File: src/hdl/hbsf_pkg.sv
// shared types and constants for the half/bf16/single converter
package hbsf_pkg;

  typedef enum logic [1:0] {
    OP_H2S = 2'd0,
    OP_B2S = 2'd1,
    OP_S2H = 2'd2,
    OP_NONE = 2'd3
  } op_t;

  localparam logic [31:0] F32_INF = 32'h7F80_0000;
  localparam logic [31:0] F16_MAX_AS32 = 32'h477F_E000;
  localparam logic [31:0] F16_MIN_AS32 = 32'h3880_0000;
  localparam logic [7:0] BIAS_DIFF = 8'd112;

  // stage 1 to stage 2 item
  typedef struct packed {
    op_t op;
    logic [31:0] bits;
    logic sgn;
    logic [1:0] cls;
    logic [3:0] lz;
  } s1_t;

  localparam logic [1:0] CLS_PLAIN = 2'd0;
  localparam logic [1:0] CLS_ZERO = 2'd1;
  localparam logic [1:0] CLS_SPECIAL = 2'd2;
  localparam logic [1:0] CLS_OVER = 2'd3;

endpackage

File: src/hdl/hbsf_classify.sv
// first stage: decode, leading-zero count and range compares
module hbsf_classify (
  input  logic [1:0]  op,
  input  logic [31:0] operand_bits,
  output hbsf_pkg::s1_t item
);

  logic [9:0] man;
  logic [4:0] ex;
  logic [30:0] a;
  logic [3:0] lz;

  always_comb begin
    man = operand_bits[9:0];
    ex = operand_bits[14:10];
    a = operand_bits[30:0];
    lz = 4'd10;
    for (int i = 0; i < 10; i++) begin
      if (man[i]) lz = 4'(10 - i);
    end
    item.op = hbsf_pkg::op_t'(op);
    item.bits = operand_bits;
    item.lz = lz;
    item.sgn = 1'b0;
    item.cls = hbsf_pkg::CLS_PLAIN;
    unique case (hbsf_pkg::op_t'(op))
      hbsf_pkg::OP_H2S: begin
        item.sgn = operand_bits[15];
        if (ex == 5'd31) item.cls = hbsf_pkg::CLS_SPECIAL;
        else if (ex == 5'd0 && man == 10'd0) item.cls = hbsf_pkg::CLS_ZERO;
      end
      hbsf_pkg::OP_S2H: begin
        item.sgn = operand_bits[31];
        if ({1'b0, a} < hbsf_pkg::F16_MIN_AS32) item.cls = hbsf_pkg::CLS_ZERO;
        else if ({1'b0, a} > hbsf_pkg::F32_INF) item.cls = hbsf_pkg::CLS_SPECIAL;
        else if ({1'b0, a} > hbsf_pkg::F16_MAX_AS32) item.cls = hbsf_pkg::CLS_OVER;
      end
      default: ;
    endcase
  end

endmodule

File: src/hdl/hbsf_convert.sv
// second stage: shifts and exponent rebias producing the result pattern
module hbsf_convert (
  input  hbsf_pkg::s1_t item,
  output logic [31:0]   result
);

  logic [9:0] man;
  logic [10:0] nman;
  logic [9:0] frac;
  logic [7:0] e32;
  logic [7:0] e;
  logic [7:0] sh;
  logic [23:0] sig;
  logic [23:0] sub;
  logic [9:0] nanm;
  logic [15:0] h;
  logic [15:0] v;

  always_comb begin
    man = item.bits[9:0];
    nman = {1'b0, man} << item.lz;
    if (item.bits[14:10] == 5'd0) begin
      e32 = 8'(8'd1 - {4'd0, item.lz} + hbsf_pkg::BIAS_DIFF);
      frac = nman[9:0];
    end else begin
      e32 = 8'({3'd0, item.bits[14:10]} + hbsf_pkg::BIAS_DIFF);
      frac = man;
    end
    e = item.bits[30:23];
    sh = 8'(8'd126 - e);
    sig = {1'b1, item.bits[22:0]};
    sub = (sh >= 8'd32) ? 24'd0 : (sig >> sh[4:0]);
    nanm = (item.bits[22:13] == 10'd0) ? 10'd1 : item.bits[22:13];
    v = 16'(item.bits[30:13] - 18'(hbsf_pkg::BIAS_DIFF) * 18'd1024);
    h = 16'd0;
    result = 32'd0;
    unique case (item.op)
      hbsf_pkg::OP_H2S: begin
        unique case (item.cls)
          hbsf_pkg::CLS_SPECIAL: result = {item.sgn, 8'hFF, man, 13'd0};
          hbsf_pkg::CLS_ZERO: result = {item.sgn, 31'd0};
          default: result = {item.sgn, e32, frac, 13'd0};
        endcase
      end
      hbsf_pkg::OP_B2S: result = {item.bits[15:0], 16'd0};
      hbsf_pkg::OP_S2H: begin
        unique case (item.cls)
          hbsf_pkg::CLS_ZERO:
            h = (e == 8'd0) ? {item.sgn, 15'd0} : {item.sgn, sub[14:0]};
          hbsf_pkg::CLS_SPECIAL: h = {item.sgn, 5'h1F, nanm};
          hbsf_pkg::CLS_OVER: h = {item.sgn, 15'h7C00};
          default: h = {item.sgn, v[14:0]};
        endcase
        result = {16'd0, h};
      end
      default: result = 32'd0;
    endcase
  end

endmodule

File: src/hdl/half_bf16_single_float_converter.sv
// top level: three-stage converter between fp16, bf16 and fp32 patterns
// Usage:
//   input channel: in_valid/in_ready carry op and operand_bits; op 0 is
//   fp16 to fp32, 1 bf16 to fp32, 2 fp32 to fp16, 3 gives zero.
//   output channel: out_valid/out_ready carry result_bits, one per input.
//   An item passes from the input registers (op0, bits0) to item1 and then
//   to result_bits, where out_valid shows it. Stage 1 registers the input,
//   stage 2 the decode (leading-zero count, range compares), stage 3 the
//   converted pattern. One item may enter every cycle unless the output
//   stalls; the rate is set by the stage chain, each stage holding one item.
//   A stage advances whenever it is empty or the stage after it moves, so
//   an output stall backs up through the chain without losing or repeating
//   items, and in_ready falls only when all three stages are full and
//   out_ready is low.
//   Reset (rst, synchronous) empties all stages.
module half_bf16_single_float_converter (
  input  logic        clk,
  input  logic        rst,
  input  logic        in_valid,
  output logic        in_ready,
  input  logic [1:0]  op,
  input  logic [31:0] operand_bits,
  output logic        out_valid,
  input  logic        out_ready,
  output logic [31:0] result_bits
);

  logic v0, v1, v2;
  logic [1:0] op0;
  logic [31:0] bits0;
  hbsf_pkg::s1_t item_next, item1;
  logic [31:0] result_next;
  logic adv0, adv1, adv2;

  assign adv2 = !v2 || out_ready;
  assign adv1 = !v1 || adv2;
  assign adv0 = !v0 || adv1;
  assign in_ready = adv0;
  assign out_valid = v2;

  hbsf_classify u_classify (.op(op0), .operand_bits(bits0), .item(item_next));
  hbsf_convert u_convert (.item(item1), .result(result_next));

  always_ff @(posedge clk) begin
    if (rst) begin
      v0 <= 1'b0;
      v1 <= 1'b0;
      v2 <= 1'b0;
    end else begin
      if (adv0) v0 <= in_valid;
      if (adv1) v1 <= v0;
      if (adv2) v2 <= v1;
    end
    if (adv0 && in_valid) begin
      op0 <= op;
      bits0 <= operand_bits;
    end
    if (adv1 && v0) item1 <= item_next;
    if (adv2 && v1) result_bits <= result_next;
  end

endmodule

File: config.mk
export PLATFORM = sky130hd
export DESIGN_NAME = half_bf16_single_float_converter
export DESIGN_NICKNAME = d
export VERILOG_FILES = /design/src/hdl/hbsf_pkg.sv /design/src/hdl/hbsf_classify.sv /design/src/hdl/hbsf_convert.sv /design/src/hdl/half_bf16_single_float_converter.sv
export SDC_FILE = /design/constraint.sdc
export NUM_CORES = 1
export LEC_CHECK = 0
export ABC_CLOCK_PERIOD_IN_PS = 5100
export BUFFER_PORTS_ARGS = -buffer_cell sky130_fd_sc_hd__buf_2
export CAP_MARGIN = 20
export CORE_ASPECT_RATIO = 0.9
export CORE_MARGIN = 8
export CORE_UTILIZATION = 33
export CTS_CLUSTER_DIAMETER = 30
export CTS_CLUSTER_SIZE = 40
export DETAILED_ROUTE_END_ITERATION = 8
export PLACE_DENSITY = 0.48
export SLEW_MARGIN = 30
export SYNTH_ARGS = -nofsm -noshare
export SYNTH_HDL_FRONTEND = slang
export SYNTH_SLANG_ARGS = --single-unit
File: constraint.sdc
create_clock -name clk -period 5.1 [get_ports clk]
set_input_delay 0.255 -clock clk [delete_from_list [all_inputs] [get_ports clk]]
set_output_delay 0.255 -clock clk [all_outputs]
set_load 0.01 [all_outputs]
Word level (Yosys, flattened, before mapping)
Cells that the tools add are included.
W data, S select, Z words.
- register bits: 109
- bits of input ports: 38
- output and inout port bits: 34
- logic and storage cells: 72
- add/sub/neg operators: 5
- $lt $le $gt $ge: 4
- eq/ne operators: 7
- shifts and indexed selects: 2
- muxes and demuxes: 22
- reduce and logical (&&, ||, !) cells: 19
- operators with widths (kind ; count):
    $pmux W32 S3 ; 1
    $gt A31 B31 Y1 const B ; 2
    $pmux W31 S2 ; 1
    $pmux W15 S3 ; 1
    $lt A31 B30 Y1 const B ; 1
    $mux W15 ; 2
    $shr A24 B5 Y15 ; 1
    $logic_not A10 Y1 ; 2
    $mux W10 ; 2
    $mux W2 ; 8
    $sub A15 B15 Y15 const B ; 1
    $mux W3 ; 4
    $logic_not A5 Y1 ; 2
    $shl A10 B4 Y10 ; 1
    $add A5 B7 Y8 const B ; 1
    $add A8 B7 Y8 const B ; 1
    $eq A2 B2 Y1 const B ; 4
    $ge A8 B6 Y1 const B ; 1
    $logic_not A8 Y1 ; 1
    $mux W8 ; 1
    $sub A7 B8 Y8 const A ; 1
    $reduce_or A7 Y1 ; 1
    $pmux W3 S2 ; 1
    $eq A5 B5 Y1 const B ; 1
    other kinds (8) ; 17

Depth between registers and ports, before layout
Gate-level depths: netlist of the first run.
- depth after elaboration: 8
- mapped depth: 11

Hierarchy
From an unflattened synthesis of the first run, not the netlist that was laid out.
- cell total of the unflattened synthesis: 563
- area, all modules: 6443.7 um2
- modules (own cells, without submodules) (module ; times used ; cells an instance ; area each (um2)):
    half_bf16_single_float_converter ; 1 ; 122 ; 3347.0
    hbsf_convert ; 1 ; 365 ; 2548.7
    hbsf_classify ; 1 ; 76 ; 548.0

Worst setup path after synthesis of the first run
OpenSTA, ideal clock, no wires.
- path type: flip-flop to flip-flop
- from: register v2 (netlist: out_valid)
- to: register item1[0] (netlist bit), enable pin
- setup time: 0.499 ns
- arrival time: 3.465 ns
- data required time: 4.601 ns
- slack: 1.136 ns
- stages on the path, launching flop included: 3
- path buffers: 0
- cells stage by stage: dfxtp_1 nor2b_1 a21boi_0
- cells in the longest elaborated chain, start to end: 4
- ends and longest elaborated chain (element ; line ; source):
    from (decl) ; half_bf16_single_float_converter.sv:28 ; logic v0, v1, v2;
    from (signal assigned) ; half_bf16_single_float_converter.sv:52 ; if (adv2) v2 <= v1;
    $logic_not A1 Y1 ; half_bf16_single_float_converter.sv:35 ; assign adv2 = !v2 || out_ready;
    $logic_or A1 B1 Y1 ; half_bf16_single_float_converter.sv:35 ;
    $logic_or A1 B1 Y1 ; half_bf16_single_float_converter.sv:36 ; assign adv1 = !v1 || adv2;
    $logic_and A1 B1 Y1 ; half_bf16_single_float_converter.sv:58 ; if (adv1 && v0) item1 <= item_next;
    to (signal assigned) ; half_bf16_single_float_converter.sv:58 ;
    to (decl) ; half_bf16_single_float_converter.sv:31 ; hbsf_pkg::s1_t item_next, item1;
Every way passes these cells.
A chain may end at the register's enable or synchronous reset.

Worst setup path in the final report of the first run
- from: register item1[30] (netlist bit)
- to: register result_bits[4] (data pin)
- cells in the longest elaborated chain, start to end: 6
- elaborated cells between the ends (all ways): 8
- classes of those cells: add/sub: 1; order compare: 1; shift: 1; mux: 4; reduce/logical: 1
- ends and longest elaborated chain (element ; line ; source):
    $sub A7 B8 Y8 ; hbsf_convert.sv:30 ; sh = 8'(8'd126 - e);
    $ge A8 B6 Y1 / $shr A24 B5 Y15 (equally long branches) ; hbsf_convert.sv:32 ; sub = (sh >= 8'd32) ? 24'd0 : (sig >> sh[4:0]);
    $mux W15 ; hbsf_convert.sv:32 ;
    $mux W15 (*) ; hbsf_convert.sv:49 ; h = (e == 8'd0) ? {item.sgn, 15'd0} : {item.sgn, sub[14:0]};
    $pmux W15 S3 (*) ; hbsf_convert.sv:47 ; unique case (item.cls)
    $pmux W32 S3 (*) ; hbsf_convert.sv:37 ; unique case (item.op)
    net result_next[4] ; half_bf16_single_float_converter.sv:32 ; logic [31:0] result_next;
    to (signal assigned) ; half_bf16_single_float_converter.sv:59 ; if (adv2 && v1) result_bits <= result_next;
    to (decl) ; half_bf16_single_float_converter.sv:25 ; output logic [31:0] result_bits
The timed path passes the listed nets; every way through them passes the cells marked *.

==> results of run 1 <==
-- layer usage --
layer  up-vias  part of all wire  GRT usage
met2       159              0.44     0.2191
met3        14             0.056    0.03182
met4         0             0.014    0.04955
li1       2074                 -          -
met5         -                 0          0
met1      2043              0.49     0.2046
-- worst register-to-register path: cells and delay by family, from the launching register on --
family,cells,cell delay (ps)
AOI/OAI and AO/OA,2,440
DFF,1,320
muxes,3,800
buffers and inverters,3,890
and+or+nand+nor,1,70
adders and majority gates,1,530
-- cell families (layout without fill, tap and decap cells) --
family,count (synthesis),count (layout),share of synthesized area
AOI/OAI and AO/OA,128,128,0.1375
xor gates and xnor gates,8,8,0.01745
adders and majority gates,8,8,0.01681
buffers and inverters,47,117,0.03426
DFF,109,109,0.5448
muxes,59,59,0.1301
and+or+nand+nor,148,148,0.1192
-- layout make-up --
class,instances,area [um2],area share
sequential,109,3243,0.4703
multi-input combinational,351,2535,0.3676
timing repair buffer,78,427.9,0.06206
tap,240,300.3,0.04355
clock buffer,9,225.2,0.03266
inverter,23,86.33,0.01252
clock inverter,7,77.57,0.01125
-- per-stage QoR --
stage	instance area [um2]	worst slack (ps)	std cells	power [W]
floorplan	5953	1136	507	0.001314
global placement	6565	1969	800	0.001421
detailed placement	6593	1923	801	0.001422
CTS	6895	1899	817	0.002153
global route	6895	1658	817	0.002216
finish	6895	1854	817	0.002132
-- registers in the layout (all words and copies together), names as in the netlist --
name and count:
item1 40, out_valid 1, v0 1, op0 2, v1 1, result_bits 32
bits0 32
-- Yosys cell counts, types with 4 or more instances --
library cell / count / area share
o22ai_1: 5 / 0.0053
o211ai_1: 4 / 0.0050
nor4_1: 8 / 0.0084
mux4_2: 14 / 0.053
clkbuf_1: 11 / 0.0069
a31oi_1: 4 / 0.0042
buf_2: 7 / 0.0059
nand2_1: 54 / 0.034
nor3_1: 7 / 0.0059
a211oi_1: 6 / 0.0076
o31ai_1: 7 / 0.0088
a21oi_1: 36 / 0.030
nor2_1: 36 / 0.023
inv_1: 21 / 0.013
o21ai_1: 5 / 0.0042
edfxtp_1: 106 / 0.53
mux2_2: 7 / 0.013
a221oi_1: 8 / 0.012
ha_1: 8 / 0.017
a22oi_1: 6 / 0.0076
nand4_1: 5 / 0.0053
o21ai_0: 27 / 0.023
nand3_1: 13 / 0.011
nor2b_1: 9 / 0.0095
mux2i_1: 38 / 0.064
-- how the worst min path moves through the flow --
stage,slack (ps),end,start
3_5_place_dp,430,bits0[20],operand_bits[20]
4_1_cts,40,bits0[20],operand_bits[20]
2_1_floorplan,320,v0,rst
6_report,60,bits0[1],operand_bits[1]
3_3_place_gp,430,bits0[18],operand_bits[18]
5_1_grt,50,bits0[16],operand_bits[16]
-- power by group through the flow --
stage / combinational, W / sequential (W) / clock, W
2_1_floorplan: 0.000213 / 0.00110 / 0
3_3_place_gp: 0.000299 / 0.00112 / 0
3_5_place_dp: 0.000298 / 0.00112 / 0
4_1_cts: 0.000300 / 0.00110 / 0.000750
5_1_grt: 0.000329 / 0.00111 / 0.000775
6_report: 0.000301 / 0.00110 / 0.000728
==> summary.txt, run 1 <==
Timing
  • RSZ-0062 raised after global routing: false
  • Max Freq: 308.1 MHz
  • Clock skew: ~11 ps
  • Worst slew pin tran: roughly 930 ps
  • Final Critical Period: 3246 ps
  • Slew HR: 0.3782
  • Setup violators final: 0
  • Final Hold Slack: 59.69 ps
  • Period utilisation layout: 0.6364
  • Final TNS setup: 0 ps
  • Slew Limit Fails: 0
  • Fin. Hold Viols: 0

Floorplanning
  • Cell Rows: 46
  • Starting Density: 0.3369
  • I/O pins: 72
  • Die boundary height: 143.4 um
  • Die Area: about 0.023 mm2
  • Chip Width: 157.6 um
  • Core area: between 0.015 and 0.02 mm2

Power and ir drop
  • Sequential group share of total power: 0.517
  • Internal power: 0.001558 W
  • Pwr/cell area: 309.2 mW/mm2
  • Logic pwr share: 0.141
  • Static Leakage: 2.503 nW
  • Peak supply drop: approximately 180 uV
  • Sw power: 0.0005742 W
  • Clock power frac: 0.341
  • Switching share of power: 0.2693

Critical path
  • Worst r2r dst: result_bits[4]
  • CP Buf/Inv Count: 3
  • FF-to-FF Start: item1[30]
  • Data required, critical path: 5270 ps
  • Slowest CP cell: ha_1
  • Critical Path Fanout Max: 22
  • Max incr delay on CP: 520 ps
  • Worst setup SP type: flip-flop
  • Critical Path Sink Type: flip-flop
  • Reg2Reg Depth: 10
  • Total stage count of the critical path: 10
  • Critical path arrival: between 3000 and 4000 ps
  • CP cell instances: buf_4 > inv_2 > ha_1 > buf_4 > mux2i_1 > mux2_2 > mux2_2 > a21oi_1 > nor2_1 > o41ai_2
  • Top cell family by delay on the critical path: buffers and inverters
  • R2R Setup Slk: 1850 ps
  • Setup crit end: result_bits[4]
  • Setup crit start: item1[30]
  • Worst Setup Path Type: flip-flop to flip-flop

Logic synthesis
  • Synth cell types: 58
  • Synth warnings: 0
  • Post-synthesis net count: 553
  • Mapped Area: 0.005953 mm2
  • Mean post-synth cell area: 11.74 um2
  • Async S/R FF share, synth: 0
  • EDFF count, synth: 106
  • Seq/Total Area, Yosys: 0.5448
  • Synth Flop Type: edfxtp_1
  • FF+latch count, synth: approximately 110
  • Post-Synthesis Cells: 507

CTS
  • Clock Path Buffers: 2
  • CTS root buf: clkbuf_16
  • Clock sinks: between 100 and 150
  • # Post-CTS Setup Buffers: 0
  • Clk slew on worst S/H paths: 80 ps
  • CTS Buf Count: 9
  • Cts-stage hold buffer count: 0
  • H-Tree Depth: 3
  • CTS tree: done
  • Clock Latency Late Sink: 360 ps
  • Post-CTS Resized: 0

Route
  • DR WL/cell: 19.65 um
  • Pre-Repair DR Iteration Count: 8
  • Final ANT Viol Nets: 0
  • Vias post-DR: 4290
  • Vias per cell: between 5 and 6
  • Detailed Route Iter0 Violations: between 300 and 400
  • DRC violations left: 0
  • WL final: ~16000 um

Place
  • Port bufs: 71
  • GPL Wtd Cong: slightly below 0.9
  • HPWL after detailed placement: 12150 um

Min path
  • Number of cells on the worst hold path: 1
  • HP Class: input port to flip-flop

GRT
  • Vias in the first global route: 4209
  • Grt total ovfl: 0
  • Total GRT Usage: 0.1462
  • First-pass GRT wire length: 25030 um
  • Initial antenna violation count: 0
  • Largest net degree at the start of global routing: roughly 40

Cells and area
  • Commonest non-fill, non-tap cell in the layout: edfxtp_1
  • Finished Core Util: 0.3902
  • Nets: 618
  • Share of cells above drive strength 1: 0.2236
  • Most frequent cells in the layout: edfxtp_1 (106), buf_2 (71), nand2_1 (54)
  • Antenna cells: 0
  • Area growth syn-to-layout: 15.83%
  • Fillers: about 1700

Outcome
  • Outcome: complete, no violations

Run
  • Max cap viols: 0
(Power assumes the default switching activity.)
==> run 2, diff against run 1 <==
- ABC_CLOCK_PERIOD_IN_PS: 5100 -> 2800
- PLACE_DENSITY: 0.48 -> 0.5
- clock period: 5.1 -> 2.8 ns (I/O delays scaled with it)
==> run 2 against run 1 <==
Count of clock-buffer cells in the layout rose by 1. Worst hold slack improved by 4.6 ps. Clock power rose by 68%. Combinational power rose by 100%. Sequential share of layout area fell by 2.9 points. Register-to-register slack got worse by 1600 ps. Clock skew barely moved. Critical path depth fell by 3. Sequential power rose by 83%. Final cell count rose by 6.4%. Fmax rose by 26%.
==> summary.txt, run 2 (same netlist as run 1, synthesis figures left out) <==
Power and ir drop
  • Static Leakage: 2.714 nW (was 2.503 nW)
  • Power Total: 0.003833 W (was 0.002132 W)
  • Switching share of power: 0.2708 (was 0.2693)
  • Internal power: 0.002795 W (was 0.001558 W)
  • Peak supply drop: 304.9 uV (was 176.3 uV)
  • Sequential group share of total power: 0.523 (was 0.517)
  • Pwr/cell area: 521.5 mW/mm2 (was 309.2 mW/mm2)
  • Sw power: 0.001038 W (was 0.0005742 W)
  • Clock power frac: 0.317 (was 0.341)
  • Logic pwr share: 0.160 (was 0.141)

Route
  • Final ANT Viol Nets: 0 (unchanged)
  • DR WL/cell: 18.41 um (was 19.65 um)
  • WL final: 16000 um (was 16060 um)
  • Pre-Repair DR Iteration Count: 5 (was 8)
  • DRC violations left: 0 (unchanged)
  • Vias post-DR: 4498 (was 4290)
  • Detailed Route Iter0 Violations: 390 (was 395)
  • Vias per cell: 5.176 (was 5.251)

GRT
  • Busiest layer in global routing: met2 (unchanged)
  • Largest net degree at the start of global routing: 41 (unchanged)
  • Grt total ovfl: 0 (unchanged)
  • Initial antenna violation count: 0 (unchanged)
  • First-pass GRT wire length: 25290 um (was 25030 um)
  • Met2 Resource Use GR: 0.2109 (was 0.2191)
  • Total GRT Usage: 0.1452 (was 0.1462)
  • Met1 capacity usage during global routing: 0.2023 (was 0.2046)
  • Vias in the first global route: 4450 (was 4209)
  • Grt met3 use: 0.04293 (was 0.03182)

Timing
  • Max Freq: 388.5 MHz (was 308.1 MHz)
  • Final Critical Period: 2574 ps (was 3246 ps)
  • Worst slew pin tran: 639.5 ps (was 929.6 ps)
  • Fin. Hold Viols: 0 (unchanged)
  • Clock skew: 10.38 ps (was 10.60 ps)
  • RSZ-0062 raised after global routing: false (unchanged)
  • Slew Limit Fails: 0 (unchanged)
  • Period utilisation layout: 0.9192 (was 0.6364)
  • Final TNS setup: 0 ps (unchanged)
  • Slew HR: 0.5728 (was 0.3782)
  • Setup violators final: 0 (unchanged)

CTS
  • CTS Buf Count: 9 (unchanged)
  • Post-CTS Resized: 0 (unchanged)
  • Clock Latency Late Sink: 360 ps (about the same)
  • Clock sinks: 109 (unchanged)
  • CTS root buf: clkbuf_16 (unchanged)
  • Clock Path Buffers: 2 (unchanged)
  • Cts-stage hold buffer count: 35 (was 0)
  • Clk slew on worst S/H paths: 80 ps (about the same)
  • CTS tree: done (unchanged)
  • H-Tree Depth: 3 (unchanged)
  • # Post-CTS Setup Buffers: 0 (unchanged)

Floorplanning
  • Starting Density: 0.3369 (unchanged)
  • Cell Rows: 46 (unchanged)
  • Die Area: 0.02260 mm2 (unchanged)
  • Core area: 0.01767 mm2 (unchanged)
  • I/O pins: 72 (unchanged)
  • Die boundary height: 143.4 um (unchanged)
  • Chip Width: 157.6 um (unchanged)

Critical path
  • Top cell family by delay on the critical path: multiplexers (was buffers and inverters)
  • Data required, critical path: 2900 ps (was 5270 ps)
  • Slowest CP cell: mux4_2 (was ha_1)
  • Max incr delay on CP: 560 ps (was 520 ps)
  • Worst setup SP type: flip-flop (unchanged)
  • Critical Path Sink Type: flip-flop (unchanged)
  • Worst Setup Path Type: flip-flop to flip-flop (unchanged)
  • CP cell instances: ha_1 > xnor2_2 > mux4_2 > nand2_1 > a21oi_1 > a211oi_1 > o31ai_1 (was buf_4 > inv_2 > ha_1 > buf_4 > mux2i_1 > mux2_2 > mux2_2 > a21oi_1 > nor2_1 > o41ai_2)
  • Critical Path Fanout Max: 6 (was 22)
  • CP Buf/Inv Count: 0 (was 3)
  • Critical path arrival: 2670 ps (was 3420 ps)

Place
  • GPL Wtd Cong: 0.9027 (was 0.8935)
  • Port bufs: 71 (unchanged)
  • Placed cells: 819 (was 801)
  • HPWL after detailed placement: 12210 um (was 12150 um)
  • Placed cell area: 0.006728 mm2 (was 0.006593 mm2)

Cells and area
  • Antenna cells: 0 (unchanged)
  • Area growth syn-to-layout: 23.46% (was 15.83%)
  • Nets: 671 (was 618)
  • Largest register by flop count: item1 (unchanged)
  • Commonest non-fill, non-tap cell in the layout: edfxtp_1 (unchanged)
  • Cell area after layout: 0.007350 mm2 (was 0.006895 mm2)
  • Top flop regs: item1: 40 flops, bits0: 32 flops, result_bits: 32 flops (unchanged)
  • Most frequent cells in the layout: edfxtp_1 (106), buf_2 (71), nand2_1 (54) (unchanged)
  • Share of cells above drive strength 1: 0.2305 (was 0.2236)
  • Max FFs per register: 40 (unchanged)
  • Finished Core Util: 0.4159 (was 0.3902)
  • Finished Layout Cells: 869 (was 817)

Outcome
  • Outcome: complete, no violations (unchanged)

Min path
  • HP Class: input port to flip-flop (unchanged)

Run
  • Max cap viols: 0 (unchanged)
run 2: cell count changes in the layout (fill, tap and decap cells not counted):
cell and delta:
buf_8 +1, buf_16 -1, bufinv_16 -1, inv_6 +1, buf_4 +17, buf_12 +1
inv_8 -1, dlygate4sd3_1 +35, clkbuf_1 +1, clkinvlp_4 +1, clkinv_2 -2
run 2: area by class of cell:
type,count,area (um2)
fillers,1725,10320
flip-flops and latches,109,3243
multi-input cells,351,2535
repair buffers,131,913.4
well taps,240,300.3
clock buffers,10,229.0
inverters,23,86.33
clock inverters,5,42.54
run 2: final timing paths:
path,from,end,slack (ps),depth (start not counted)
worst max-delay path,item1[30],result_bits[3],230,7
worst min-delay path,in_valid,v0,60,3
worst max register to register,item1[30],result_bits[3],230,7
worst min register to register,bits0[0],item1[7],460,0
run 2: routing by layer:
layer	wire, um	vias up
met5	0	-
met4	330	0
met3	1262	24
met2	6860	167
met1	7542	2138
li1	-	2169
run 2: stage by stage:
step,hold WS [ps],setup WS [ps]
after floorplan,209.1,50.52
after global placement,317.2,252.0
after detailed placement,318.2,280.1
after CTS,56.09,262.3
after global routing,72.57,130.6
final,64.33,226.3
run 2: worst min-delay path, delay by kind of cell:
kind | cells | cell delay, ps
buffers and inverters | 2 | 130
AO/OA/AOI/OAI | 1 | 110
run 2: power groups by stage:
stage | combinational, W | clock (W) | sequential [W]
detailed placement | 0.000570 | 0 | 0.00204
global route | 0.000666 | 0.00131 | 0.00202
floorplan | 0.000389 | 0 | 0.00200
global placement | 0.000574 | 0 | 0.00204
CTS | 0.000610 | 0.00125 | 0.00200
finish | 0.000611 | 0.00122 | 0.00201
